File: src/rtl/sca_ram.sv
// Generic single-write, single-read RAM with registered read data.
// No dependencies.
`timescale 1ns / 1ps
module sca_ram #(
    parameter int WIDTH = 8,
    parameter int DEPTH = 16
) (
    input  logic                     i_clk,
    input  logic                     i_we,
    input  logic [$clog2(DEPTH)-1:0] i_waddr,
    input  logic [WIDTH-1:0]         i_wdata,
    input  logic [$clog2(DEPTH)-1:0] i_raddr,
    output logic [WIDTH-1:0]         o_rdata
);

    logic [WIDTH-1:0] r_mem [DEPTH];
    logic [WIDTH-1:0] r_rdata;

    always_ff @(posedge i_clk) begin
        if (i_we) begin
            r_mem[i_waddr] <= i_wdata;
        end
        r_rdata <= r_mem[i_raddr];
    end

    assign o_rdata = r_rdata;

endmodule

File: config.mk
export PLATFORM = sky130hd
export DESIGN_NAME = sca_ram
export DESIGN_NICKNAME = d
export VERILOG_FILES = /design/src/rtl/sca_ram.sv
export SDC_FILE = /design/constraint.sdc
export NUM_CORES = 1
export LEC_CHECK = 0
export ABC_AREA = 1
export BUFFER_PORTS_ARGS = -buffer_cell sky130_fd_sc_hd__buf_2
export CORE_AREA = 4 4 108 110
export CTS_CLUSTER_SIZE = 30
export DETAILED_ROUTE_END_ITERATION = 8
export DIE_AREA = 0 0 112 114
export PLACE_DENSITY = 0.86
export SLEW_MARGIN = 20
export SYNTH_ARGS = -nofsm -noshare
export SYNTH_HDL_FRONTEND = slang
export SYNTH_SLANG_ARGS = --single-unit
File: constraint.sdc
create_clock -name i_clk -period 1.06 [get_ports i_clk]
set_input_delay 0.053 -clock i_clk [delete_from_list [all_inputs] [get_ports i_clk]]
set_output_delay 0.053 -clock i_clk [all_outputs]
set_load 0.02 [all_outputs]
==> results of run 1 <==
[metrics by stage]
stage	util	setup TNS [ns]
final	0.640	0
after global routing	0.640	-0.0606
after global placement	0.574	-0.0224
after detailed placement	0.574	-0.213
after CTS	0.636	-0.000890
after floorplan	-	0
[power by group through the flow]
stage          Clock [mW]  Sequential, mW  Combinational [mW]
2_1_floorplan           0            6.20               0.424
3_3_place_gp            0            6.15               0.761
3_5_place_dp            0            6.16               0.791
4_1_cts              5.40            6.05               0.850
5_1_grt              5.69            6.06               0.958
6_report             5.39            6.06               0.879
[metal layers]
metal	track usage	up-vias	routed length, um
met1	0.295	1908	5310
met2	0.351	251	6410
met5	0	-	0
li1	-	1881	-
met3	0.0562	32	1330
met4	0.0913	0	429
[synthesized netlist by cell type (all sizes together)]
| cell type | count | share of area |
|---|---|---|
| buf | 24 | 0.029 |
| dfxtp | 8 | 0.028 |
| edfxtp | 128 | 0.67 |
| inv | 102 | 0.066 |
| nand2 | 173 | 0.11 |
| nand3 | 97 | 0.084 |
| nand3b | 2 | 0.0026 |
| nor2 | 17 | 0.011 |
[sequential cells by signal, indices dropped and copies added (netlist names)]
register  cells
o_rdata       8
r_mem       128
[placed cells by master (no fill, tap or decap), drive strengths merged, types with 8 or more instances in the layout]
master / n
clkbuf: 20
nand3: 97
nor2: 17
nand2: 173
inv: 102
buf: 52
edfxtp: 128
clkinv: 9
dlygate4sd3: 10
dfxtp: 8
[area by class of cell]
type / instances / area, um^2
Clock inverter: 12 / 109
Tap cell: 140 / 175
Clock buffer: 20 / 425
Inverter: 102 / 383
Timing Repair Buffer: 62 / 502
Sequential cell: 136 / 4010
Fill cell: 767 / 3850
Multi-Input combinational cell: 289 / 1250
[tightest hold or removal path, cell delays in order]
cell and delay [ns]:
buf_2 0.12, inv_2 0.06, nand3_1 0.08, nand3_1 0.07, nand3_1 0.08, nand2_1 0.07
[timing repair]
item	CTS	global route
gates resized for setup	10	14
hold buffers	10	0
setup endpoints to repair	8	12
hold endpoints to repair	136	0
pin swaps	0	2
[how the worst max path moves through the flow]
stage	startpoint	end	slack [ns]	cells past startpoint
after detailed placement	i_raddr[0]	o_rdata[7]	-0.05	8
after global routing	r_mem[11][5]	o_rdata[5]	-0.04	6
after CTS	o_rdata[2]	o_rdata[2]	-0.0009	1
after floorplan	i_waddr[3]	r_mem[4][0]	0.06	2
final	r_mem[11][5]	o_rdata[5]	0.02	6
after global placement	i_raddr[0]	o_rdata[7]	-0.01	7
[logic make-up after synthesis]
| family | after synthesis |
|---|---|
| AND/OR/NAND/NOR | 289 |
| buffers and inverters | 126 |
| flip-flops | 136 |
==> flow_summary.yaml, run 1 <==
power:
  vdd_drop_max_uv: 1090
  internal_power_mw: 9.61
  power.switching_mw: 2.72
  combPwrFrac: 0.071
  netSwitchingFraction: 0.221
  clkPwrFrac: 0.437
  p_leak_nw: 3.00
  p_total_mw: 12.3
  p_per_area_mw_per_mm2: 1800
  seq_power_share: 0.491
finish:
  fin_cells: 761
  design_area_mm2: 0.00685
  drive_above_1_share: 0.148
  final_nets: 626
  antenna_cells: 0
  syn_to_final_growth_pct: 18.8
clocking:
  clk_latency_ns: 0.53
  cts_setup_buffers: 0
  cts_sinks: 136
  clock_path_buffers: 2
  numCtsBuffers: 17
  root_buffer: "clkbuf_8"
  clk_pin_slew_ns: 0.06
  cts_htree_levels: 4
  cts_tree: "yes"
floorplan:
  fp.dieW_um: 112
  die_h_um: 114
  rows: 38
  core_area_mm2: 0.0107
  die_area_mm2: 0.0128
  pin_count: 26
  start_util: 0.539
setup_path:
  cpPeakStageDelay_ns: 0.38
  r2r_start: "r_mem[11][5]"
  path_max_fanout: 1
  path_class: "flop to flop"
  crit_family: "simple AND/OR/NAND/NOR gates"
  worst-r2r-cell-count: 6
  critical_path_buf_inv_count: 1
  cp-end-kind: "flop"
  worstPathCellList: "inv_1 -> nand2_1 -> nand3_1 -> nand3_1 -> nand3_2 -> nand2_1"
  slowest_stage: "edfxtp_1"
  timing.critical_path.required_ns: 1.48
  r2r_setup_slack_ns: 0.02
  crit_arrival_ns: 1.46
  reg2reg_to: "o_rdata[5]"
  worstSetupStartpointType: "flop"
min_path:
  holdPathStages: 6
  hold_end: "o_rdata[0]"
  min_from: "i_raddr[1]"
  hold_class: "input port to flop"
synthesis:
  synth_cells: 551
  yosysSeqAreaShare: 0.694
  synth_compound_area_frac: 0
  yosysUniqueCellTypes: 12
  yosys_warnings: 0
  synth_xor_area_frac: 0
  synth_top_family_by_area: "simple AND/OR/NAND/NOR gates"
  ys_ff_latch: 136
  synthSimpleGateAreaFrac: 0.210
  avgSynthCellArea_um2: 10.5
  syn_nets: 569
  synth_area_mm2: 0.00577
  synthAdderAreaFrac: 0
  synth_mux_area_frac: 0
timing:
  slew-limit-headroom: 0.729
  worst_hold_slack_ns: 0.0453
  skew_ns: 0.00948
  setup_viol: 0
  hold_viol_final: 0
  rsz0062_at_grt: "yes"
  layout_worst_path_cycle_share: 0.982
  tightest_slew_ns: 0.406
  fmax_mhz: 961
  setup_ws_ns: 0.0195
  min_period_ns: 1.04
  slew_viol_final: 0
place:
  hpwl_um: 8210
  place.gp.congestion: 0.849
  placed_cell_area_mm2: 0.00614
  dp_slack_ns: -0.0508
  dpl.cell_count: 719
  port_buffers: 25
routing:
  ant_nets: 0
  avgViaCountPerCell: 5.35
  routed_wl_um: 13500
  drt_iter0_drc: 577
  wire_per_inst_um: 17.7
  num_vias: 4072
  drtPass1Iterations: 5
  route.detailed.drc: 0
global_route:
  grt_max_degree: 50
  grt_pass1_wl_um: 21300
  grt_overflow: 0
  antenna_found_initial: 0
  first_global_vias: 3995
  track_usage: 0.221
outcome:
  status: "completed"
job:
  cap_violations: 0
(Power assumes the default switching activity.)
==> inputs of run 2 (changes only) <==
CORE_AREA = 4 4 113 115   (was 4 4 108 110)
DIE_AREA = 0 0 117 119   (was 0 0 112 114)
PLACE_DENSITY = 0.8   (was 0.86)
==> flow_summary.yaml, run 2 (synthesized netlist as in run 1, its figures left out) <==
outcome:
  status: "completed"
timing:
  slew-limit-headroom: 0.748
  fmax_mhz: 975
  hold_viol_final: 0
  setup_viol: 0
  tightest_slew_ns: 0.378
  rsz0062_at_grt: "yes"
  min_period_ns: 1.03
  worst_hold_slack_ns: 0.0643
  slew_viol_final: 0
  layout_worst_path_cycle_share: 0.967
  skew_ns: 0.00573
floorplan:
  die_h_um: 119
  start_util: 0.488
  core_area_mm2: 0.0118
  fp.dieW_um: 117
  rows: 40
  die_area_mm2: 0.0139
  pin_count: 26
setup_path:
  path_class: "flop to flop"
  crit_family: "simple AND/OR/NAND/NOR gates"
  worstSetupStartpointType: "flop"
  crit_arrival_ns: 1.33
  r2r_setup_slack_ns: 0.03
  r2r_start: "r_mem[5][4]"
  critical_path_buf_inv_count: 1
  reg2reg_to: "o_rdata[4]"
  worst-r2r-cell-count: 6
  cp-end-kind: "flop"
  startpoint: "r_mem[5][4]"
  slowest_stage: "edfxtp_1"
  cpPeakStageDelay_ns: 0.39
  path_max_fanout: 1
  worstPathCellList: "inv_1 -> nand2_1 -> nand3_1 -> nand3_2 -> nand3_2 -> nand2_1"
  timing.critical_path.required_ns: 1.37
power:
  seq_power_share: 0.483
  internal_power_mw: 9.93
  p_total_mw: 12.5
  p_leak_nw: 2.97
  netSwitchingFraction: 0.209
  p_per_area_mw_per_mm2: 1840
  combPwrFrac: 0.067
  vdd_drop_max_uv: 1070
  clkPwrFrac: 0.450
  power.switching_mw: 2.62
global_route:
  grt_max_degree: 65
  track_usage: 0.195
  first_global_vias: 3857
  grt_overflow: 0
  grt_pass1_wl_um: 20200
  antenna_found_initial: 0
routing:
  avgViaCountPerCell: 5.34
  drt_iter0_drc: 503
  route.detailed.drc: 0
  routed_wl_um: 13100
  num_vias: 4045
  wire_per_inst_um: 17.2
  drtPass1Iterations: 5
  ant_nets: 0
place:
  place.gp.congestion: 0.869
  placed_cell_area_mm2: 0.00618
  dpl.cell_count: 725
  port_buffers: 25
  hpwl_um: 8190
clocking:
  clock_path_buffers: 2
  clk_latency_ns: 0.42
  numCtsBuffers: 17
  cts_sinks: 136
  cts_htree_levels: 4
  cts_tree: "yes"
  root_buffer: "clkbuf_16"
  cts_setup_buffers: 0
  clk_pin_slew_ns: 0.06
finish:
  design_area_mm2: 0.00681
  syn_to_final_growth_pct: 18.1
  final_nets: 616
  utilization: 0.577
  layout_commonest_cell: "nand2_1"
  largest_register_ffs: 128
  fin_cells: 758
  largest_register: "r_mem"
  final_cell_mix: "172 x nand2_1, 128 x edfxtp_1, 99 x inv_1"
  drive_above_1_share: 0.146
  antenna_cells: 0
min_path:
  hold_end: "r_mem[1][7]"
  hold_class: "input port to flop"
  holdPathStages: 1
  min_from: "i_wdata[7]"
job:
  cap_violations: 0
## run 2: cell types whose count changed in the layout (fill, tap and decap cells not counted), moves of 4 or more
cell / change
dfxtp_2: -5
nand3_2: +4
nand3_1: -4
dlygate4sd3_1: -9
clkinv_2: -4
dfxtp_1: +5
buf_2: +7
buf_6: -5
buf_4: -6
## run 2: timing repair
action	CTS	global route
hold buffers	1	0
resized for setup	0	12
hold endpoints to repair	2	0
endpoints found under the setup margin	0	5
## run 2: routing by layer
metal	vias up	share of wire	GRT usage
met4	0	0.032	0.0839
li1	1868	-	-
met1	1902	0.41	0.256
met5	-	0	0
met3	36	0.069	0.0493
met2	239	0.49	0.306
## run 2: stage by stage
step,setup TNS (ns),setup WS (ns)
after global placement,-0.00333,-0.00333
after CTS,0,0.00510
after detailed placement,-1.72,-0.0648
after global routing,-0.0253,-0.0243
after floorplan,0,0.0562
final,0,0.0345
## run 2: worst max path at each step
stage | to | slack (ns) | cells past startpoint
2_1_floorplan | r_mem[4][0] | 0.06 | 2
3_3_place_gp | o_rdata[3] | -0.003 | 8
3_5_place_dp | r_mem[5][1] | -0.06 | 4
4_1_cts | o_rdata[4] | 0.005 | 6
5_1_grt | o_rdata[7] | -0.02 | 6
6_report | o_rdata[4] | 0.03 | 6
## run 2: power groups by stage
stage	Clock, mW	Sequential [mW]	Combinational (mW)
detailed placement	0	6.17	0.791
global route	5.96	6.07	0.908
floorplan	0	6.20	0.424
global placement	0	6.16	0.763
finish	5.65	6.06	0.837
CTS	5.74	6.06	0.808
## run 2: final cells by class
type,count,area [um^2]
Multi-Input combinational cell,289,1270
Clock buffer,21,440
Clock inverter,11,130
Sequential cell,136,4000
Tap cell,147,184
Timing Repair Buffer,52,405
Fill cell,883,5000
Inverter,102,383
